==> config.mk <==
export PLATFORM = sky130hd
export DESIGN_NAME = mwpg_update
export DESIGN_NICKNAME = d
export VERILOG_FILES = /design/src/rtl/mwpg_pkg.sv /design/src/rtl/mwpg_update.sv
export SDC_FILE = /design/constraint.sdc
export NUM_CORES = 2
export LEC_CHECK = 0
export CORE_AREA = 2 2 261 263
export CTS_CLUSTER_SIZE = 12
export DETAILED_ROUTE_END_ITERATION = 10
export DIE_AREA = 0 0 263 265
export DONT_BUFFER_PORTS = 1
export SLEW_MARGIN = 10
export SYNTH_ARGS = -nofsm -noshare
export SYNTH_HDL_FRONTEND = slang
export SYNTH_SLANG_ARGS = --single-unit
export TNS_END_PERCENT = 10
==> constraint.sdc <==
create_clock -name i_clk -period 13.3 [get_ports i_clk]
set_input_delay 1.33 -clock i_clk [delete_from_list [all_inputs] [get_ports i_clk]]
set_output_delay 1.33 -clock i_clk [all_outputs]
set_load 0.01 [all_outputs]
==> src/rtl/mwpg_pkg.sv <==
package mwpg_pkg;

    // Default geometry of the generator.
    localparam int CHANNELS_DEF  = 8;
    localparam int SLOTS_DEF     = 256;
    localparam int FRAC_BITS_DEF = 15;

    // Fixed field widths of the request and result channels.
    localparam int CH_W    = 3;
    localparam int VAL_W   = 18;
    localparam int LIMIT_W = 17;
    localparam int PINS_W  = 8;

    // One channel's complete parameter set, also the active waveform state.
    typedef struct packed {
        logic signed [VAL_W-1:0] offset;
        logic signed [VAL_W-1:0] x;
        logic signed [VAL_W-1:0] y;
        logic signed [VAL_W-1:0] c;
        logic signed [VAL_W-1:0] s;
        logic signed [VAL_W-1:0] step;
        logic [LIMIT_W-1:0]      limit;
    } t_chan_set;

    // Controls that the sequencer sends to every cell of the ring.
    typedef struct packed {
        logic            load;
        logic [CH_W-1:0] channel;
        logic            apply;
        logic            shift;
    } t_cell_ctl;

endpackage

==> src/rtl/mwpg_update.sv <==
module mwpg_update import mwpg_pkg::*; #(
    parameter int SLOTS     = SLOTS_DEF,
    parameter int FRAC_BITS = FRAC_BITS_DEF
) (
    input  logic                        i_clk,
    input  logic                        i_rst_n,
    input  logic                        i_run,
    input  t_chan_set                   i_head,
    output logic                        o_done,
    output t_chan_set                   o_set,
    output logic [$clog2(SLOTS+1)-1:0]  o_duty
);

    localparam int DUTY_W = $clog2(SLOTS+1);
    localparam int A_W    = VAL_W + 1;
    localparam int PROD_W = A_W + VAL_W;
    localparam int ACC_W  = PROD_W + 2;
    localparam int TRI_W  = VAL_W + 2;
    localparam logic signed [ACC_W-1:0] HALF = ACC_W'(1) <<< (FRAC_BITS - 1);
    localparam logic signed [ACC_W-1:0] ACC_MAX = ACC_W'((1 << (VAL_W - 1)) - 1);
    localparam logic signed [ACC_W-1:0] ACC_MIN = -(ACC_W'(1) <<< (VAL_W - 1));
    localparam logic signed [ACC_W-1:0] ACC_SLOTS = ACC_W'(SLOTS);
    localparam logic signed [VAL_W-1:0] SLOTS_V = VAL_W'(SLOTS);
    localparam logic signed [TRI_W-1:0] TRI_MAX = TRI_W'((1 << (VAL_W - 1)) - 1);
    localparam logic signed [TRI_W-1:0] TRI_MIN = -(TRI_W'(1) <<< (VAL_W - 1));
    localparam logic signed [VAL_W-1:0] VAL_MAX = VAL_W'((1 << (VAL_W - 1)) - 1);
    localparam logic signed [VAL_W-1:0] VAL_MIN = -(VAL_W'(1) <<< (VAL_W - 1));

    // Six steps per channel around the one multiplier.
    typedef enum logic [5:0] {
        ST_YC   = 6'b000001,
        ST_XS   = 6'b000010,
        ST_XC   = 6'b000100,
        ST_YS   = 6'b001000,
        ST_VAL  = 6'b010000,
        ST_DONE = 6'b100000
    } t_step;

    t_step                    r_step;
    t_step                    n_step;
    logic signed [A_W-1:0]    w_a;
    logic signed [VAL_W-1:0]  w_b;
    logic signed [PROD_W-1:0] r_prod;
    logic signed [ACC_W-1:0]  r_acc;
    logic signed [VAL_W-1:0]  r_ynew;
    logic signed [VAL_W-1:0]  r_xnew;
    logic signed [ACC_W-1:0]  w_prod_x;
    logic signed [ACC_W-1:0]  w_dq;
    logic signed [TRI_W-1:0]  w_ty;
    logic signed [TRI_W-1:0]  w_lim;
    logic signed [TRI_W-1:0]  w_ny;
    logic                     w_flip;
    logic signed [VAL_W-1:0]  w_neg_step;

    function automatic logic signed [VAL_W-1:0] round_sat(input logic signed [ACC_W-1:0] v);
        logic signed [ACC_W-1:0] q;
        q = v >>> FRAC_BITS;
        if (q > ACC_MAX) begin
            return VAL_MAX;
        end else if (q < ACC_MIN) begin
            return VAL_MIN;
        end
        return q[VAL_W-1:0];
    endfunction

    always_comb begin
        unique case (r_step)
            ST_YC:   n_step = ST_XS;
            ST_XS:   n_step = ST_XC;
            ST_XC:   n_step = ST_YS;
            ST_YS:   n_step = ST_VAL;
            ST_VAL:  n_step = ST_DONE;
            ST_DONE: n_step = ST_YC;
            default: n_step = ST_YC;
        endcase
    end

    always_ff @(posedge i_clk) begin
        if (!i_rst_n || !i_run) begin
            r_step <= ST_YC;
        end else begin
            r_step <= n_step;
        end
    end

    // Operand selection for the step now under way.
    always_comb begin
        unique case (r_step)
            ST_YC: begin
                w_a = A_W'(i_head.y);
                w_b = i_head.c;
            end
            ST_XS: begin
                w_a = A_W'(i_head.x);
                w_b = i_head.s;
            end
            ST_XC: begin
                w_a = A_W'(i_head.x);
                w_b = i_head.c;
            end
            ST_YS: begin
                w_a = A_W'(i_head.y);
                w_b = i_head.s;
            end
            ST_VAL: begin
                w_a = A_W'(i_head.offset) + A_W'(i_head.y);
                w_b = SLOTS_V;
            end
            default: begin
                w_a = '0;
                w_b = '0;
            end
        endcase
    end

    assign w_prod_x = ACC_W'(r_prod);

    always_ff @(posedge i_clk) begin
        r_prod <= w_a * w_b;
        unique case (r_step)
            ST_XS:   r_acc  <= w_prod_x + HALF;
            ST_XC:   r_ynew <= round_sat(r_acc + w_prod_x);
            ST_YS:   r_acc  <= w_prod_x + HALF;
            ST_VAL:  r_xnew <= round_sat(r_acc - w_prod_x);
            default: ;
        endcase
    end

    // Duty count from the scaled value, clamped to the frame length.
    always_comb begin
        w_dq = (w_prod_x + HALF) >>> FRAC_BITS;
        if (w_dq < 0) begin
            o_duty = '0;
        end else if (w_dq > ACC_SLOTS) begin
            o_duty = DUTY_W'(SLOTS);
        end else begin
            o_duty = w_dq[DUTY_W-1:0];
        end
    end

    // Triangle ramp that reflects at the amplitude.
    always_comb begin
        w_ty       = TRI_W'(i_head.y) + TRI_W'(i_head.step);
        w_lim      = TRI_W'({1'b0, i_head.limit});
        w_flip     = 1'b0;
        w_ny       = w_ty;
        w_neg_step = (i_head.step == VAL_MIN) ? VAL_MAX : -i_head.step;
        if (w_ty > w_lim) begin
            w_ny   = (w_lim <<< 1) - w_ty;
            w_flip = 1'b1;
        end else if (w_ty < -w_lim) begin
            w_ny   = -(w_lim <<< 1) - w_ty;
            w_flip = 1'b1;
        end
    end

    always_comb begin
        o_set = i_head;
        if (i_head.step == '0) begin
            o_set.y = r_ynew;
            o_set.x = r_xnew;
        end else begin
            if (w_ny > TRI_MAX) begin
                o_set.y = VAL_MAX;
            end else if (w_ny < TRI_MIN) begin
                o_set.y = VAL_MIN;
            end else begin
                o_set.y = w_ny[VAL_W-1:0];
            end
            if (w_flip) begin
                o_set.step = w_neg_step;
            end
        end
    end

    assign o_done = (r_step == ST_DONE);

endmodule

==> Word-level counts from Yosys, hierarchy flattened <==
Cells that the tools add are included.
{ "op_classes": {"add_sub_neg": 10, "multipliers": 1, "div_mod_pow": 0, "magnitude_cmp": 10, "eq_ne": 7, "shifts": 0, "n_mux": 28, "n_bitwise": 0, "n_reduce_logical": 8} }
{ "ops": {"columns": ["op", "count"], "rows": [
  ["$mux W18", 13],
  ["$pmux W19 S3", 1],
  ["$pmux W18 S3", 1],
  ["$gt A24 B18 Y1 const B", 2],
  ["$lt A24 B18 Y1 const B", 2],
  ["$mux W20", 2],
  ["$add A38 B37 Y39", 1],
  ["$sub A38 B37 Y39", 1],
  ["$add A18 B18 Y19", 2],
  ["$add A37 B16 Y38 const B", 1],
  ["$mul A19 B18 Y37", 1],
  ["$pmux W6 S5", 1],
  ["$gt A23 B10 Y1 const B", 1],
  ["$lt A23 B1 Y1 const B", 1],
  ["$gt A20 B18 Y1 const B", 1],
  ["$lt A19 B20 Y1", 1],
  ["$lt A20 B18 Y1 const B", 1],
  ["$neg A17 Y20", 1],
  ["$neg A18 Y20", 1],
  ["$sub A19 B19 Y20", 1],
  ["$sub A20 B19 Y20", 1],
  ["$gt A19 B18 Y1", 1],
  ["$eq A18 B18 Y1 const B", 1],
  ["$logic_not A18 Y1", 1],
  ["other kinds (12)", 24]
]} }
{ "totals": {"register_bits": 117, "latch_bits": 0, "ram_bits": 0, "rom_bits": 0, "out_inout_bits": 135, "memories": 0} }

==> Logic depth before layout (Yosys ltp) <==
{ "depth": {"depth_word": 8, "ltp_mapped": 38, "ltp_nobuf": 37} }

==> Worst setup path after synthesis <==
OpenSTA, ideal clock, no wires.
{ "synth_path": {"path_type": "input to register", "start": "in i_head[71] (netlist bit)", "end": "reg r_prod[35]", "setup_time_ns": 0.072, "t_arrival_ns": 10.173, "required_ns": 13.228, "setup_slack_ns": 3.055, "path_stages": 37, "path_cell_list": "ha_1 inv_1 fa_1 nor2b_1 o21ai_0 a21oi_1 o21a_1 o21ai_0 a21boi_0 o41ai_1 a21oi_1 a22o_1 o31ai_1 nand2_1 fa_1 inv_1 fa_1 inv_1 fa_1 fa_1 inv_1 fa_1 inv_1 fa_1 inv_1 ha_1 a21o_1 a21o_1 a21o_1 a21o_1 a211o_1 o31a_1 o41a_1 a41o_1 or4_1 a31oi_1 xnor2_1"} }
{ "synth_between": {"elab_chain_cells": 3} }
{ "synth_rtl": {"columns": ["item", "line_no", "source"], "rows": [
  ["from (decl)", "mwpg_update.sv:8", "input t_chan_set i_head,"],
  ["$add A18 B18 Y19", "mwpg_update.sv:106", "w_a = A_W'(i_head.offset) + A_W'(i_head.y);"],
  ["$pmux W19 S3 (*)", "mwpg_update.sv:88", "unique case (r_step)"],
  ["$mul A19 B18 Y37 (*)", "mwpg_update.sv:119", "r_prod <= w_a * w_b;"],
  ["to (signal assigned)", "mwpg_update.sv:119", null],
  ["to (decl)", "mwpg_update.sv:43", "logic signed [PROD_W-1:0] r_prod;"]
]} }
Every way passes the cells marked *; elsewhere a longest branch is shown, timed or not.
A chain may end at the register's enable or synchronous reset.

==> Worst setup path in the final report <==
Same ends and word-level chain as after synthesis.

==> results.yml <==
layout:
  nets: 3821
  multi_input_area_um2: 20400
  areaGrowthSynthToFinish_pct: 3.72
  postLayoutCoreUtil_pct: 41.2
  seq_area_um2: 3080
  diodes: 0
  drive_above_1_share_pct: 3.65
  fillCellCount: 6808
floorplanning:
  core_um2: 66800
  ios: 263
  initial_utilization_pct: 39.7
  fp.dieH_um: 265
  die_w_um: 263
  num_rows: 95
  die-area_um2: 69700
global_routing:
  grt_antenna_before_repair: 1
  grt_pass1_wl_um: 126000
  grt_util_met1_pct: 30.6
  overflow: 0
  met3_usage_pct: 3.28
  grt_pass1_vias: 21700
  grt_max_degree: 40
  grt_use_total_pct: 23.3
  busiest_layer: "met2"
  grtUsageMet2_pct: 39.4
power_and_ir_drop:
  p_per_area_nw_per_um2: 284
  vdd_ir_drop_max_uv: 339
  p_switching_mw: 4.21
  pwr-share-seq_pct: 8.5
  intPower_mw: 3.60
  leakage_nw: 13.2
  clockPowerShare_pct: 5.7
  p_comb_share_pct: 85.9
  swShare_pct: 53.9
route:
  viasPerCell: 5.48
  wl_per_cell_um: 20.6
  drcViolationCount: 0
  via_count: 21600
  drtIter0Drc: 1487
  wirelength_um: 81200
  drtAntennaViolNets: 0
  dr.pass1.iters: 6
min_path:
  hold_path.class: "reg -> reg"
  hp-start: "r_prod[0]"
cts:
  cts_resized: 0
  clk_pin_slew_ns: 0.05
  h-tree-depth: 4
  cts_buffer_depth: 2
  worstSkewPairLatency_ns: 0.44
  cts_sinks: 117
  cts_hold_buf: 0
  cts_tree: "done"
  cts_buffers: 17
  post_cts_buffers: 0
  root_buffer: "clkbuf_16"
synth:
  ys_async_sr_fraction_pct: 0
  synth_edf_count: 74
  synth_fp_nets: 3937
  synth-main-ff-cell: "edfxtp_1"
  synth_top_area_share_pct: 25.8
  synthTopCellsByArea: "fa_1 (26%), ha_1 (14%), edfxtp_1 (8.4%)"
  ys_seq_area_share_pct: 11.6
  synth_cells: 3170
  ys_seq_elements: 117
  synth.distinct_cells: 89
  syn-cell-area_um2: 26500
  synth_top_cell_by_area: "fa_1"
  yosysWarnings: 0
  syn_area_per_cell_um2: 8.36
timing:
  fin_worst_skew_ns: 0.0168
  setup_viol: 0
  period_needed_ns: 10.57
  tightestPinTransition_ns: 1.14
  hold_viol: 0
  slew_viol_final: 0
  clock.fmax_mhz: 94.6
  finalCritPeriodShare_pct: 79.5
  slew-limit-headroom_pct: 24.1
  rsz0062_at_grt: "false"
  setup_tns_ns: 0
setup_path:
  cpPeakStageDelay_ns: 0.55
  critPathMaxFanout: 7
  crit_start: "i_head[71]"
  critPathKind: "in -> reg"
  r2r_start: "r_step[0]"
  end_kind: "flop"
  crit_buf_inv: 7
  cp_slowest_cell: "fa_1"
  cp.required_ns: 13.67
  cp_common_cell: "fa_1"
  critPathLaunchType: "input pin"
  crit_family: "compound AO/OA/AOI/OAI gates"
  crit_arrival_ns: 10.94
job:
  drv_cap: 0
outcome:
  status: "finished, final reports clean"
place:
  io_buffers: 0
  gp_congestion: 0.981
  dp_hpwl_um: 69300
## path summary, 6_finish.rpt
check / slack [ns] / depth (start not counted) / to
setup / recovery: 2.73 / 38 / r_prod[35]
hold / removal: 0.46 / 0 / r_acc[0]
hold reg to reg: 0.46 / 0 / r_acc[0]
setup reg to reg: 3.38 / 28 / r_prod[35]
## cells in the mapped netlist (all sizes together) (11+ instances only)
cell and n:
nor4 15, nand4 21, a22o 25, nand3 40
xor2 43, and2 17, o21ai 92, fa 342
o31ai 22, ha 297, a21o 62, buf 82
and3 11, nand2b 28, nor2b 31, nor3 52
o21a 17, a31oi 16, nand2 353, or4 14
a22oi 30, a21oi 160, inv 561, o211ai 21
nand3b 11, nor2 278, or2 15, a211oi 26
clkbuf 84, edfxtp 74, dfxtp 43, o21bai 26
a211o 12, xnor2 140
## placed cells by master, fill, tap and decap left out, types with 15 or more instances in the layout
master / n
inv_1: 561
nand2_1: 353
fa_1: 342
ha_1: 297
nor2_1: 277
a21oi_1: 149
xnor2_1: 139
o21ai_0: 77
edfxtp_1: 74
a21o_1: 62
nor3_1: 50
xor2_1: 43
dfxtp_1: 43
nand3_1: 40
nor2b_1: 31
buf_4: 31
a22oi_1: 29
nand2b_1: 27
o21bai_1: 26
a22o_1: 25
a211oi_1: 23
o31ai_1: 21
o211ai_1: 21
nand4_1: 20
o21a_1: 17
and2_1: 17
clkbuf_16: 17
or2_2: 15
nor4_1: 15
a31oi_1: 15
## flip-flops by register name, indices dropped and copies added, names as in the netlist
register  count
r_step        6
r_xnew       18
r_prod       37
r_ynew       18
r_acc        38
## final cells by class
| cell class | instances | share of cell area, % |
|---|---|---|
| multi-input cells | 2326 | 74.3 |
| flip-flops and latches | 117 | 11.2 |
| inverters | 561 | 7.66 |
| well taps | 873 | 3.97 |
| clock buffers | 21 | 1.60 |
| repair buffers | 31 | 0.846 |
| clock inverters | 11 | 0.410 |
## cell families (layout without fill, tap and decap cells)
group / after synthesis / after routing / synth area share (%)
and+or+nand+nor: 912 / 912 / 15.5
buffers and inverters: 727 / 624 / 11.4
adders and majority gates: 639 / 639 / 39.8
AOI/OAI and AO/OA: 588 / 588 / 15.3
xor gates and xnor gates: 183 / 183 / 6.12
DFF: 117 / 117 / 11.6
muxes: 4 / 4 / 0.156
## through the flow
step / worst slack [ns] / instances / power (mW) / instance area (um2) / hold WS, ns
floorplan: 3.05 / 3170 / 5.75 / 26500 / 0.424
global placement: 2.55 / 3908 / 7.37 / 26900 / 0.444
detailed placement: 2.45 / 3908 / 7.36 / 26900 / 0.451
CTS: 2.84 / 3940 / 7.87 / 27500 / 0.464
global route: 2.04 / 3940 / 8.68 / 27500 / 0.469
finish: 2.73 / 3940 / 7.80 / 27500 / 0.459
## worst register-to-register path: cells and delay by family, from the launching register on
family | cells | cell delay, ns
buffers and inverters | 5 | 0.77
AOI/OAI and AO/OA | 9 | 2.23
DFF | 1 | 0.34
adders and majority gates | 7 | 3.54
xor gates and xnor gates | 1 | 0.13
and+or+nand+nor | 6 | 2.86
## routing by layer
| metal | vias to the layer above | wire, um |
|---|---|---|
| li1 | 10100 | - |
| met1 | 10700 | 34400 |
| met2 | 700 | 38900 |
| met3 | 141 | 5120 |
| met4 | 2 | 2810 |
| met5 | - | 13 |
## power by group through the flow
stage          Sequential (mW)  Clock, mW  Combinational [mW]
3_5_place_dp             0.668          0                6.70
3_3_place_gp             0.666          0                6.70
4_1_cts                  0.660      0.453                6.76
2_1_floorplan            0.636          0                5.12
6_report                 0.659      0.443                6.70
5_1_grt                  0.669      0.466                7.54
No activity file was read; power rests on OpenSTA's default activity.
