**config.mk**
```make
export PLATFORM = sky130hd
export DESIGN_NAME = mwpg_cell
export DESIGN_NICKNAME = d
export VERILOG_FILES = /design/src/rtl/mwpg_pkg.sv /design/src/rtl/mwpg_cell.sv
export SDC_FILE = /design/constraint.sdc
export NUM_CORES = 1
export LEC_CHECK = 0
export BUFFER_PORTS_ARGS = -buffer_cell sky130_fd_sc_hd__buf_2
export CORE_MARGIN = 10
export CORE_UTILIZATION = 54
export CTS_CLUSTER_DIAMETER = 120
export DETAILED_ROUTE_END_ITERATION = 8
export PLACE_DENSITY_LB_ADDON = 0.05
export SYNTH_ARGS = -nofsm -noshare
export SYNTH_HDL_FRONTEND = slang
export SYNTH_SLANG_ARGS = --single-unit
```
**constraint.sdc**
```tcl
create_clock -name i_clk -period 3.78 [get_ports i_clk]
set_clock_uncertainty 0.1 [all_clocks]
set_input_delay 1.134 -clock i_clk [delete_from_list [all_inputs] [get_ports i_clk]]
set_output_delay 1.134 -clock i_clk [all_outputs]
set_load 0.02 [all_outputs]
```
**src/rtl/mwpg_pkg.sv**
```systemverilog
package mwpg_pkg;

    // Default geometry of the generator.
    localparam int CHANNELS_DEF  = 8;
    localparam int SLOTS_DEF     = 256;
    localparam int FRAC_BITS_DEF = 15;

    // Fixed field widths of the request and result channels.
    localparam int CH_W    = 3;
    localparam int VAL_W   = 18;
    localparam int LIMIT_W = 17;
    localparam int PINS_W  = 8;

    // One channel's complete parameter set, also the active waveform state.
    typedef struct packed {
        logic signed [VAL_W-1:0] offset;
        logic signed [VAL_W-1:0] x;
        logic signed [VAL_W-1:0] y;
        logic signed [VAL_W-1:0] c;
        logic signed [VAL_W-1:0] s;
        logic signed [VAL_W-1:0] step;
        logic [LIMIT_W-1:0]      limit;
    } t_chan_set;

    // Controls that the sequencer sends to every cell of the ring.
    typedef struct packed {
        logic            load;
        logic [CH_W-1:0] channel;
        logic            apply;
        logic            shift;
    } t_cell_ctl;

endpackage

```
**src/rtl/mwpg_cell.sv**
```systemverilog
module mwpg_cell import mwpg_pkg::*; #(
    parameter int INDEX = 0,
    parameter int SLOTS = SLOTS_DEF
) (
    input  logic                         i_clk,
    input  logic                         i_rst_n,
    input  t_cell_ctl                    i_ctl,
    input  t_chan_set                    i_load_set,
    input  t_chan_set                    i_shift_set,
    input  logic [$clog2(SLOTS+1)-1:0]   i_shift_duty,
    input  logic [$clog2(SLOTS)-1:0]     i_slot,
    output t_chan_set                    o_set,
    output logic [$clog2(SLOTS+1)-1:0]   o_duty,
    output logic                         o_pin
);

    localparam int DUTY_W = $clog2(SLOTS+1);
    localparam bit LOADABLE = INDEX < (1 << CH_W);
    localparam logic [CH_W-1:0] MY_CH = CH_W'(INDEX);

    t_chan_set         r_active;
    t_chan_set         r_staged;
    logic              r_staged_vld;
    logic [DUTY_W-1:0] r_duty;
    logic              w_hit;

    // Only the first eight positions can be addressed by a load.
    assign w_hit = LOADABLE && i_ctl.load && (i_ctl.channel == MY_CH);

    always_ff @(posedge i_clk) begin
        if (!i_rst_n) begin
            r_active     <= '0;
            r_staged     <= '0;
            r_staged_vld <= 1'b0;
            r_duty       <= '0;
        end else begin
            if (w_hit) begin
                r_staged     <= i_load_set;
                r_staged_vld <= 1'b1;
            end
            if (i_ctl.apply) begin
                if (r_staged_vld) begin
                    r_active <= r_staged;
                end
                r_staged_vld <= 1'b0;
            end
            if (i_ctl.shift) begin
                r_active <= i_shift_set;
                r_duty   <= i_shift_duty;
            end
        end
    end

    assign o_set  = r_active;
    assign o_duty = r_duty;
    assign o_pin  = DUTY_W'(i_slot) < r_duty;

endmodule

```
# ---- Word level (Yosys, flattened, before mapping)
# Index checks and enable logic that the tools add are counted.
dict set report word_totals {
  register_bits 260
  word_cells 27
  in_bits 275
  output_inout_bits 135
}
dict set report classes {
  n_lt_le_gt_ge 1
  n_reduce_logical 6
  mux 3
  n_bitwise 1
}
# op n
set op_table {}
lappend op_table {{2-to-1 mux 125 bit} 3}
lappend op_table {{< comparator 8 x 9 -> 1 bit} 1}
lappend op_table {{nonzero test 2 bit} 2}
lappend op_table {{logical NOT 3 bit} 1}
lappend op_table {{AND reduction 2 bit} 1}
lappend op_table {{OR reduction 2 bit} 1}
lappend op_table {{logical AND 1 bit} 1}
lappend op_table {{inverter 1 bit} 1}

# ---- Longest topological paths before layout
# Gate-level depths: netlist of run 1.
dict set report logic_depth {
  ltp_word 3
  depth_mapped 6
}

# ---- Worst setup path before layout of run 1
# OpenSTA, ideal clock, no wires.
dict set report synth_timing {
  path_type {input port to output port}
  startpoint {input port i_slot[4]}
  endpoint {output port o_pin}
  path_slack_ns 0.430
  path_buffers 0
  arrival_time_ns 2.116
  required_time_ns 2.546
  path_stages 4
  cell_sequence {ha_1 -> a211oi_1 -> o211ai_1 -> a2bb2oi_1}
}
dict set report synth_via {
  elab_chain_len 1
}
# element line_no
set synth_lines {}
lappend synth_lines {{from (decl)} mwpg_cell.sv:11} ;# input logic [$clog2(SLOTS)-1:0] i_slot,
lappend synth_lines {{< comparator 8 x 9 -> 1 bit} mwpg_cell.sv:56} ;# assign o_pin = DUTY_W'(i_slot) < r_duty;
lappend synth_lines {{to (decl)} mwpg_cell.sv:14} ;# output logic o_pin
# No other way between the ends.

# ---- Worst setup path after layout of run 1
dict set report layout_timing {
  startpoint {input port i_slot[6]}
  endpoint {output port o_pin}
}
# The elaborated chain is that of the path after synthesis.

==> results of run 1 <==
-- power groups by stage --
stage	Clock [mW]	Sequential (mW)	Combinational (mW)
after CTS	2.57	2.93	0.833
after global placement	0	2.99	0.819
after detailed placement	0	2.99	0.829
after global routing	2.69	2.94	0.896
final	2.52	2.93	0.825
after floorplan	0	3.10	0.369
-- sequential cells by signal, summed over array words and instances (netlist names) --
register	cells
o_set	125
r_staged	125
o_duty	9
r_staged_vld	1
-- cells by family (layout without fill, tap and decap cells) --
family                   Yosys count  in the layout
AO/OA/AOI/OAI                    257            257
adder cells (fa/ha/maj)            7              7
buffers and inverters            106            483
flip-flops                       260            260
multiplexers                     134            134
other                              0             10
AND/OR/NAND/NOR                  393            393
-- worst min-delay path by stage --
stage,endpoint,slack [ns],cells past startpoint
floorplan,r_staged[100]$_SDFFE_PN0P_,0.33,2
global placement,r_staged[78]$_SDFFE_PN0P_,0.34,2
detailed placement,r_staged[105]$_SDFFE_PN0P_,0.34,2
CTS,r_staged[105]$_SDFFE_PN0P_,0.35,2
global route,r_staged[90]$_SDFFE_PN0P_,0.37,2
finish,r_staged[79]$_SDFFE_PN0P_,0.35,2
-- per-layer routing --
| layer | GRT usage | vias up | wire length (microns) |
|---|---|---|---|
| met5 | 0 | - | 41 |
| li1 | - | 4680 | - |
| met4 | 0.0890 | 6 | 1020 |
| met1 | 0.271 | 4451 | 13200 |
| met2 | 0.405 | 336 | 16900 |
| met3 | 0.0759 | 69 | 3250 |
-- layout make-up --
cell class | instances | area (sq um)
inverter | 8 | 30.0
multi-input combinational | 791 | 5670
fill | 1708 | 6460
antenna | 10 | 25.0
clock inverter | 6 | 57.6
tap | 275 | 344
clock buffer | 41 | 778
timing repair buffer | 428 | 2320
sequential | 260 | 5200
-- Yosys cell counts --
cell and count:
sky130_fd_sc_hd__nand2_1 252, sky130_fd_sc_hd__a21boi_0 75, sky130_fd_sc_hd__mux2i_1 9, sky130_fd_sc_hd__a211oi_1 1, sky130_fd_sc_hd__a21o_1 1, sky130_fd_sc_hd__mux2_2 125, sky130_fd_sc_hd__clkbuf_1 48, sky130_fd_sc_hd__buf_1 4
sky130_fd_sc_hd__a2bb2oi_1 1, sky130_fd_sc_hd__o21ai_0 1, sky130_fd_sc_hd__buf_2 36, sky130_fd_sc_hd__nor4b_1 1, sky130_fd_sc_hd__nor2b_1 10, sky130_fd_sc_hd__buf_4 4, sky130_fd_sc_hd__nand2b_1 125, sky130_fd_sc_hd__dfxtp_1 260
sky130_fd_sc_hd__nor3b_1 1, sky130_fd_sc_hd__o211ai_1 1, sky130_fd_sc_hd__or4b_1 1, sky130_fd_sc_hd__a21oi_1 2, sky130_fd_sc_hd__ha_1 7, sky130_fd_sc_hd__o211a_1 125, sky130_fd_sc_hd__a21boi_1 50, sky130_fd_sc_hd__nand2_2 1
sky130_fd_sc_hd__nand4b_1 1, sky130_fd_sc_hd__inv_1 8, sky130_fd_sc_hd__nor2_1 1, sky130_fd_sc_hd__buf_6 6
-- critical path: stages --
cell                        delay (ns)
sky130_fd_sc_hd__buf_2            0.10
sky130_fd_sc_hd__ha_1             0.30
sky130_fd_sc_hd__a21o_1           0.16
sky130_fd_sc_hd__a21oi_1          0.29
sky130_fd_sc_hd__a2bb2oi_1        0.19
sky130_fd_sc_hd__buf_2            0.19
-- layout by cell type, fill, tap and decap left out, types with 2 or more instances in the layout --
master                      synthesis  routed
sky130_fd_sc_hd__a21oi_1            2       2
sky130_fd_sc_hd__o211a_1          125     125
sky130_fd_sc_hd__diode_2            0      10
sky130_fd_sc_hd__buf_2             36     407
sky130_fd_sc_hd__ha_1               7       7
sky130_fd_sc_hd__buf_4              4      10
sky130_fd_sc_hd__clkbuf_16          0      27
sky130_fd_sc_hd__a21boi_0          75      75
sky130_fd_sc_hd__dfxtp_1          260     260
sky130_fd_sc_hd__clkinv_2           0       4
sky130_fd_sc_hd__a21boi_1          50      50
sky130_fd_sc_hd__mux2_2           125     125
sky130_fd_sc_hd__clkbuf_1          48       9
sky130_fd_sc_hd__buf_12             0       9
sky130_fd_sc_hd__nor2b_1           10      10
sky130_fd_sc_hd__inv_1              8       8
sky130_fd_sc_hd__nand2b_1         125     125
sky130_fd_sc_hd__nand2_1          252     252
sky130_fd_sc_hd__mux2i_1            9       9
sky130_fd_sc_hd__clkbuf_8           0       6
==> flow_metrics.py, run 1 <==
metrics = {
    "timing": {
        "setup_tns_ns": 0,
        "post-route-min-period_ns": 3.61,
        "max_slew.worst_pin.slew_ns": 0.780,
        "finalHoldViolations": 0,
        "min_period_over_period": 0.955,
        "finalWorstSetupSlack_ns": 0.169,
        "timing.slew.headroom": 0.480,
        "fmax_ghz": 0.277,
        "drv_slew": 0,
        "whs_ns": 0.349,
        "grt_setup_unrepaired": "false",
        "setup_viol_count_final": 0,
    },
    "logic_synthesis": {
        "mappedNetlistArea_sq_um": 11400,
        "yosys-mux-area-fraction": 0.132,
        "synth_cell_type_count": 28,
        "ys_warn_count": 0,
        "postSynthNetCount": 1439,
        "synth_top_cell_area_share": 0.458,
        "syn_avg_cell_area_sq_um": 9.82,
        "synth-compound-area-share": 0.197,
        "synth_cells": 1157,
        "ys_ff_latch": 260,
        "synth_top_area_cell": "sky130_fd_sc_hd__dfxtp_1",
        "post_synth_main_area_contributors": "sky130_fd_sc_hd__dfxtp_1 46%, sky130_fd_sc_hd__mux2_2 12%, sky130_fd_sc_hd__o211a_1 11%",
        "synth-seq-area-share": 0.458,
        "post_synth_and_or_nand_nor_area_fraction": 0.162,
        "largest_family_of_logic_cells_by_synthesized_area": "compound AO/OA/AOI/OAI gates",
        "yosys.area_share.adder": 0.00771,
        "synth-xor-area-share": 0,
    },
    "status": {
        "status": "finished clean",
    },
    "drt": {
        "post-route-drc-count": 0,
        "wirelength_microns": 34400,
        "routed_via_count_divided_by_cell_count": 5.25,
        "dr_total_vias": 9542,
        "drt-pass1-iter-count": 4,
        "antenna_violating_nets_post_route": 0,
        "wl_per_cell_microns": 18.9,
        "drt_iter0_drc": 679,
    },
    "die": {
        "placementRows": 53,
        "initial_core_utilization": 0.544,
        "die_h_microns": 165,
        "horizontal_extent_of_the_die_microns": 165,
        "coreArea_sq_um": 20900,
        "total_die_area_sq_um": 27200,
        "pin_count": 410,
    },
    "power_and_ir_drop": {
        "p_comb_frac": 0.131,
        "power_density_nw_per_um2": 435,
        "netSwitchingFraction": 0.246,
        "switchingPower_mw": 1.55,
        "design_power_total_mw": 6.28,
        "clockPowerShare": 0.402,
        "ir_drop_mv": 0.346,
        "p_seq_frac": 0.467,
        "internal_power_mw": 4.74,
        "power.leakage_nw": 7.33,
    },
    "flow_run": {
        "max_cap_violations": 0,
    },
    "final_layout": {
        "finalNetCount": 1798,
        "final_core_density": 0.691,
        "final_design_area_no_fill_sq_um": 14400,
        "fraction_of_final_layout_cells_with_drive_strength_greater_than_1": 0.387,
        "layout.cells.non_filler": 1819,
        "area_delta_synth_final_pct": 27.0,
    },
    "worst_setup_path": {
        "worstPathRequired_ns": 2.55,
        "r2r-end": "o_set[80]$_SDFFE_PN0P_",
        "worst-path-max-fanout": 2,
        "regToRegStartpoint": "r_staged_vld$_SDFFE_PP0P_",
        "reg2reg_depth": 4,
        "worstSetupEndpointType": "output port",
        "crit_arrival_ns": 2.38,
        "startpoint": "i_slot[6]",
        "worst-r2r-setup-slack_ns": 1.92,
        "timing.critical_path.from_type": "input pin",
        "crit_path_end": "o_pin",
        "critPathKind": "in -> out",
    },
    "global_route": {
        "globalRoute.totalOverflow": 0,
        "number_of_global_route_vias_before_repair": 9621,
        "largest_net_degree_at_the_start_of_global_routing": 112,
        "grt_antenna_before_repair": 13,
        "grt_pass1_wl_microns": 51900,
        "grt_usage": 0.237,
    },
    "clock_tree": {
        "cts.repair.resized": 0,
        "post_cts_buffers": 0,
        "clk_transition_reported_paths_ns": 0.06,
        "cts_buffer_depth": 3,
        "cts_tree": "built",
        "clkSinkCount": 260,
        "clock_latency_ns": 0.52,
        "tritoncts.num_buffers": 27,
        "htree_num_levels": 1,
        "cts_hold_buffers": 0,
        "clock-root-buffer": "sky130_fd_sc_hd__clkbuf_16",
    },
    "hold_path": {
        "worst_hold_path_type": "reg -> reg",
        "hold_start": "r_staged[79]$_SDFFE_PN0P_",
    },
    "place": {
        "pre_cts_ws_ns": 0.179,
        "detailed_place.area_sq_um": 13600,
        "hpwlAfterDp_microns": 24700,
        "placement.io_buffers": 409,
        "global_placement_routability_congestion": 0.877,
        "dp.cells": 1762,
    },
}
(Power assumes the default switching activity.)
==> run 2: changes to the inputs <==
- BUFFER_PORTS_ARGS: -buffer_cell sky130_fd_sc_hd__buf_2 -> -buffer_cell sky130_fd_sc_hd__buf_4
- CORE_ASPECT_RATIO: not set -> 2
==> run 2 against run 1 <==
Global-route usage grew 0.47 points. Worst hold slack gained 0.0031 ns. Clock power shrank 2%. Count of clock-buffer cells in the layout shrank 13. Sequential share of layout area shrank 2.2 points. Non-clock buffer count shrank 1. Routed wire length grew 2.2%. Fmax grew 1.5%. Via count grew 0.78%. Critical path depth is the same.
==> flow_metrics.py, run 2 (synthesis results as in run 1) <==
metrics = {
    "global_route": {
        "global_route.usage.met2": 0.410,
        "grt_usage": 0.241,
        "number_of_global_route_vias_before_repair": 9936,
        "grt_pass1_wl_microns": 53500,
        "grt_use_met1": 0.260,
        "grt_busiest_layer": "met2",
        "grt_antenna_before_repair": 3,
        "grtUsageMet3": 0.0856,
        "globalRoute.totalOverflow": 0,
        "largest_net_degree_at_the_start_of_global_routing": 101,
    },
    "worst_setup_path": {
        "worst-r2r-setup-slack_ns": 1.91,
        "critical-path-top-cell-by-count": "sky130_fd_sc_hd__buf_4",
        "crit_arrival_ns": 2.32,
        "regToRegStartpoint": "r_staged_vld$_SDFFE_PP0P_",
        "critical_path.slowest_cell": "sky130_fd_sc_hd__a211oi_1",
        "slowest_delay_ns": 0.30,
        "r2r-end": "o_set[37]$_SDFFE_PN0P_",
        "worst-path-max-fanout": 2,
        "critical_path.cell_chain": "buf_4 > ha_1 > a211oi_1 > o211ai_1 > a2bb2oi_1 > buf_4",
        "critPathKind": "in -> out",
        "reg2reg_depth": 4,
        "crit_path_end": "o_pin",
        "startpoint": "i_slot[4]",
        "worstPathRequired_ns": 2.55,
        "timing.critical_path.from_type": "input pin",
        "worstSetupEndpointType": "output port",
    },
    "power_and_ir_drop": {
        "clockPowerShare": 0.388,
        "p_seq_frac": 0.461,
        "ir_drop_mv": 0.457,
        "internal_power_mw": 4.83,
        "switchingPower_mw": 1.52,
        "design_power_total_mw": 6.35,
        "power.leakage_nw": 7.59,
        "power_density_nw_per_um2": 414,
        "netSwitchingFraction": 0.239,
        "p_comb_frac": 0.151,
    },
    "clock_tree": {
        "clock_latency_ns": 0.50,
        "cts_tree": "built",
        "cts_hold_buffers": 0,
        "post_cts_buffers": 0,
        "cts_buffer_depth": 3,
        "clkSinkCount": 260,
        "clk_transition_reported_paths_ns": 0.06,
        "tritoncts.num_buffers": 23,
        "cts.repair.resized": 0,
        "clock-root-buffer": "sky130_fd_sc_hd__clkbuf_16",
        "htree_num_levels": 1,
    },
    "timing": {
        "fmax_ghz": 0.281,
        "setup_tns_ns": 0,
        "drv_slew": 0,
        "max_slew.worst_pin.slew_ns": 0.688,
        "finalHoldViolations": 0,
        "grt_setup_unrepaired": "false",
        "setup_viol_count_final": 0,
        "post-route-min-period_ns": 3.56,
        "min_period_over_period": 0.941,
        "timing.slew.headroom": 0.541,
    },
    "hold_path": {
        "worst_hold_path_type": "reg -> reg",
        "hold_start": "r_staged[91]$_SDFFE_PN0P_",
    },
    "final_layout": {
        "finalNetCount": 1793,
        "final_common_cell": "sky130_fd_sc_hd__buf_4",
        "fraction_of_final_layout_cells_with_drive_strength_greater_than_1": 0.389,
        "top_library_cells_by_usage_in_the_layout_fill_and_taps_aside": "417 x sky130_fd_sc_hd__buf_4, 260 x sky130_fd_sc_hd__dfxtp_1, 252 x sky130_fd_sc_hd__nand2_1",
        "filler_cell_count": 1622,
        "final_core_density": 0.737,
        "area_delta_synth_final_pct": 35.1,
    },
    "drt": {
        "drt_iter0_drc": 577,
        "wirelength_microns": 35200,
        "drt-pass1-iter-count": 4,
        "post-route-drc-count": 0,
        "routed_via_count_divided_by_cell_count": 5.35,
        "antenna_violating_nets_post_route": 0,
        "wl_per_cell_microns": 19.6,
        "dr_total_vias": 9616,
    },
    "status": {
        "status": "finished clean",
    },
    "die": {
        "horizontal_extent_of_the_die_microns": 123,
        "total_die_area_sq_um": 27600,
        "die_h_microns": 225,
        "initial_core_utilization": 0.546,
        "placementRows": 75,
        "pin_count": 410,
        "coreArea_sq_um": 20800,
    },
    "flow_run": {
        "max_cap_violations": 0,
    },
    "place": {
        "global_placement_routability_congestion": 0.823,
        "hpwlAfterDp_microns": 25800,
        "placement.io_buffers": 409,
    },
}
==> run 2: changes by cell type in the layout (fill, tap and decap cells not counted) <==
| cell | change |
|---|---|
| sky130_fd_sc_hd__buf_4 | +407 |
| sky130_fd_sc_hd__clkbuf_1 | -7 |
| sky130_fd_sc_hd__buf_12 | -1 |
| sky130_fd_sc_hd__buf_2 | -407 |
| sky130_fd_sc_hd__clkbuf_16 | -4 |
| sky130_fd_sc_hd__clkinv_2 | +3 |
| sky130_fd_sc_hd__diode_2 | -7 |
| sky130_fd_sc_hd__bufinv_16 | +3 |
| sky130_fd_sc_hd__clkbuf_8 | -2 |
==> run 2: worst min-delay path by stage <==
stage                                       to  slack (ns)  cells after the start
detailed placement   r_staged[97]$_SDFFE_PN0P_        0.34                      2
global placement     r_staged[91]$_SDFFE_PN0P_        0.34                      2
global route        r_staged[118]$_SDFFE_PN0P_        0.37                      2
CTS                  r_staged[97]$_SDFFE_PN0P_        0.35                      2
finish               r_staged[91]$_SDFFE_PN0P_        0.35                      2
floorplan           r_staged[100]$_SDFFE_PN0P_        0.33                      2
==> run 2: metal layers <==
layer,up-vias,share of wire,wire (microns)
met1,4570,0.36,12800
met5,-,0,0
met3,70,0.091,3200
met4,0,0.043,1520
met2,324,0.50,17700
li1,4652,-,-
==> run 2: worst max-delay path: cells and delay by family <==
kind / cells / cell delay (ns)
AO/OA/AOI/OAI: 3 / 0.62
adder cells (fa/ha/maj): 1 / 0.29
buffers and inverters: 2 / 0.27
==> run 2: stage by stage <==
stage / hold slack, ns / setup WS, ns / instances / instance area (sq um)
floorplan: 0.333 / 0.430 / 1157 / 11400
global placement: 0.339 / 0.231 / 1755 / 14600
detailed placement: 0.344 / 0.253 / 1755 / 14600
CTS: 0.353 / 0.236 / 1795 / 15300
global route: 0.368 / 0.139 / 1798 / 15400
finish: 0.352 / 0.222 / 1798 / 15400
==> run 2: area by class of cell <==
cell class	instances	area, sq um	area share
Tap cell	269	337	0.0219
Clock buffer	28	624	0.0407
Timing Repair Buffer	427	3320	0.216
Multi-Input combinational cell	791	5670	0.369
Sequential cell	260	5200	0.339
Inverter	8	30.0	0.00196
Clock inverter	12	163	0.0106
Antenna cell	3	7.51	0.000489
==> run 2: power by group through the flow <==
| stage | registers, mW | clock network, mW | logic (mW) |
|---|---|---|---|
| finish | 2.93 | 2.46 | 0.960 |
| global route | 2.94 | 2.61 | 1.03 |
| CTS | 2.93 | 2.51 | 0.968 |
| detailed placement | 2.99 | 0 | 0.964 |
| global placement | 2.99 | 0 | 0.948 |
| floorplan | 3.10 | 0 | 0.369 |
==> run 3: changes to the inputs <==
- ABC_AREA: not set -> 1
- CELL_PAD_IN_SITES_DETAIL_PLACEMENT: not set -> 2
- CELL_PAD_IN_SITES_GLOBAL_PLACEMENT: not set -> 2
- CORE_UTILIZATION: 54 -> 28
- GPL_TIMING_DRIVEN: not set -> 1
==> run 3 against run 2 <==
Die area grew 75%. Routed wire length up 45%. Largest cell class is now flip-flops and latches. Worst hold slack gained 0.0080 ns. Clock power rose by 20%. Combinational power is 6.1% lower. Critical path depth up 2. Via count grew 24%. Total power grew 6.0%. Worst setup slack improved by 0.15 ns.
==> flow_metrics.py, run 3 <==
metrics = {
    "timing": {
        "setup_viol_count_final": 0,
        "min_period_over_period": 0.901,
        "finalHoldViolations": 0,
        "grt_setup_unrepaired": "false",
        "setup_tns_ns": 0,
        "finalWorstSetupSlack_ns": 0.374,
        "timing.slew.headroom": 0.525,
        "fmax_ghz": 0.294,
        "drv_slew": 0,
        "post-route-min-period_ns": 3.41,
        "max_slew.worst_pin.slew_ns": 0.713,
    },
    "die": {
        "total_die_area_sq_um": 48200,
        "initial_core_utilization": 0.284,
        "pin_count": 410,
        "coreArea_sq_um": 38800,
        "horizontal_extent_of_the_die_microns": 160,
        "placementRows": 102,
        "die_h_microns": 301,
    },
    "worst_setup_path": {
        "slowest_delay_ns": 0.32,
        "critPathKind": "in -> out",
        "timing.critical_path.from_type": "input pin",
        "crit_arrival_ns": 2.17,
        "worstPathRequired_ns": 2.55,
        "worst-path-max-fanout": 3,
        "worstSetupEndpointType": "output port",
        "critical_path.cell_chain": "buf_4 > ha_1 > inv_1 > nor2_1 > a21boi_0 > nand2_1 > nor2_1 > buf_4",
        "critical_path.slowest_cell": "sky130_fd_sc_hd__ha_1",
    },
    "final_layout": {
        "area_delta_synth_final_pct": 39.5,
        "final_design_area_no_fill_sq_um": 15400,
        "fraction_of_final_layout_cells_with_drive_strength_greater_than_1": 0.248,
        "final_core_density": 0.396,
        "top_library_cells_by_usage_in_the_layout_fill_and_taps_aside": "510 x sky130_fd_sc_hd__nand2_1, 415 x sky130_fd_sc_hd__buf_4, 261 x sky130_fd_sc_hd__a21oi_1, 260 x sky130_fd_sc_hd__dfxtp_1, 138 x sky130_fd_sc_hd__inv_1",
        "final_common_cell": "sky130_fd_sc_hd__nand2_1",
        "finalNetCount": 2190,
    },
    "status": {
        "status": "finished clean",
    },
    "place": {
        "placement.io_buffers": 409,
        "detailed_place.area_sq_um": 14400,
        "pre_cts_ws_ns": 0.382,
        "hpwlAfterDp_microns": 35500,
        "global_placement_routability_congestion": 0.770,
    },
    "drt": {
        "dr_total_vias": 11900,
        "wl_per_cell_microns": 20.8,
        "drt-pass1-iter-count": 4,
        "post-route-drc-count": 0,
        "drt_iter0_drc": 390,
        "wirelength_microns": 51100,
        "routed_via_count_divided_by_cell_count": 4.86,
        "antenna_violating_nets_post_route": 0,
    },
    "logic_synthesis": {
        "postSynthNetCount": 1858,
        "synth_cell_type_count": 23,
        "post_synth_main_area_contributors": "sky130_fd_sc_hd__dfxtp_1 47%, sky130_fd_sc_hd__nand2_1 17%, sky130_fd_sc_hd__a21oi_1 12%",
        "ys_top_cells_by_count": "511 x sky130_fd_sc_hd__nand2_1, 261 x sky130_fd_sc_hd__a21oi_1, 260 x sky130_fd_sc_hd__dfxtp_1",
        "synthArstFlopShare": 0,
        "syn_avg_cell_area_sq_um": 7.00,
        "ys.flop_type": "sky130_fd_sc_hd__dfxtp_1",
        "yosysMostFrequentCell": "sky130_fd_sc_hd__nand2_1",
        "mappedNetlistArea_sq_um": 11000,
        "synth_top_cell_area_share": 0.472,
        "ys_warn_count": 0,
        "synth-edff-count": 0,
        "synth_cells": 1576,
        "ys_ff_latch": 260,
        "synth-seq-area-share": 0.472,
        "synth_top_area_cell": "sky130_fd_sc_hd__dfxtp_1",
    },
    "global_route": {
        "largest_net_degree_at_the_start_of_global_routing": 160,
        "globalRoute.totalOverflow": 0,
        "grt_pass1_wl_microns": 77700,
        "grt_usage": 0.202,
        "grt_antenna_before_repair": 8,
        "number_of_global_route_vias_before_repair": 13000,
    },
    "clock_tree": {
        "post_cts_buffers": 0,
        "clk_transition_reported_paths_ns": 0.06,
        "cts.repair.resized": 0,
        "htree_num_levels": 1,
        "clock_latency_ns": 0.55,
        "tritoncts.num_buffers": 28,
        "cts_tree": "built",
        "cts_hold_buffers": 0,
        "clock-root-buffer": "sky130_fd_sc_hd__clkbuf_16",
        "cts_buffer_depth": 3,
        "clkSinkCount": 260,
    },
    "power_and_ir_drop": {
        "ir_drop_mv": 0.297,
        "power.leakage_nw": 6.16,
        "design_power_total_mw": 6.74,
        "power_density_nw_per_um2": 438,
    },
    "flow_run": {
        "max_cap_violations": 0,
    },
    "hold_path": {
        "worst_hold_path_type": "reg -> reg",
    },
}
[run 3: changes by cell type after synthesis, moves of 126 or more]
cell and change:
sky130_fd_sc_hd__a21oi_1 +259, sky130_fd_sc_hd__inv_1 +130, sky130_fd_sc_hd__nand2_1 +259, sky130_fd_sc_hd__nand3_1 +126
sky130_fd_sc_hd__o21ai_0 +134
[run 3: per-layer routing]
metal,routed length [microns],GRT usage,up-vias
met5,11,0,-
met4,1570,0.0707,2
met3,3620,0.0600,64
met2,27000,0.373,309
met1,18800,0.212,5854
li1,-,-,5708
[run 3: area by class of cell]
cell class	count	area [sq um]
Antenna cell	6	15.0
Clock buffer	40	847
Clock inverter	10	125
Fill cell	4735	23400
Inverter	141	544
Multi-Input combinational cell	1053	4710
Sequential cell	260	5200
Tap cell	520	651
Timing Repair Buffer	424	3290
[run 3: power by group]
part	switching, mW	internal, mW
clock	1.20	1.75
sequential	0.0515	2.83
combinational	0.517	0.383
total	1.77	4.97
[run 3: logic make-up after synthesis]
kind of cell / after synthesis / synth area share
buf+inv: 263 / 0.102
simple gates: 649 / 0.237
flops: 260 / 0.472
fa+ha+maj: 7 / 0.00794
compound gates: 397 / 0.180
[run 3: path summary, 6_finish.rpt]
| kind | slack, ns | startpoint | cells past startpoint | endpoint |
|---|---|---|---|---|
| worst min register to register | 0.36 | r_staged[111]$_SDFFE_PN0P_ | 2 | r_staged[111]$_SDFFE_PN0P_ |
| worst max register to register | 1.98 | r_staged_vld$_SDFFE_PP0P_ | 6 | o_set[117]$_SDFFE_PN0P_ |
| worst max-delay path | 0.37 | i_slot[7] | 8 | o_pin |
| worst min-delay path | 0.36 | r_staged[111]$_SDFFE_PN0P_ | 2 | r_staged[111]$_SDFFE_PN0P_ |
[run 3: critical path, delay by kind of cell]
kind	cells	cell delay, ns
buffers and inverters	3	0.34
AO/OA/AOI/OAI	1	0.18
adder cells (fa/ha/maj)	1	0.32
AND/OR/NAND/NOR	3	0.21
[run 3: through the flow]
stage / hold slack [ns] / std cells
6_report: 0.360 / 2454
5_1_grt: 0.383 / 2454
4_1_cts: 0.366 / 2448
3_5_place_dp: 0.358 / 2398
3_3_place_gp: 0.348 / 2398
2_1_floorplan: 0.335 / 1576
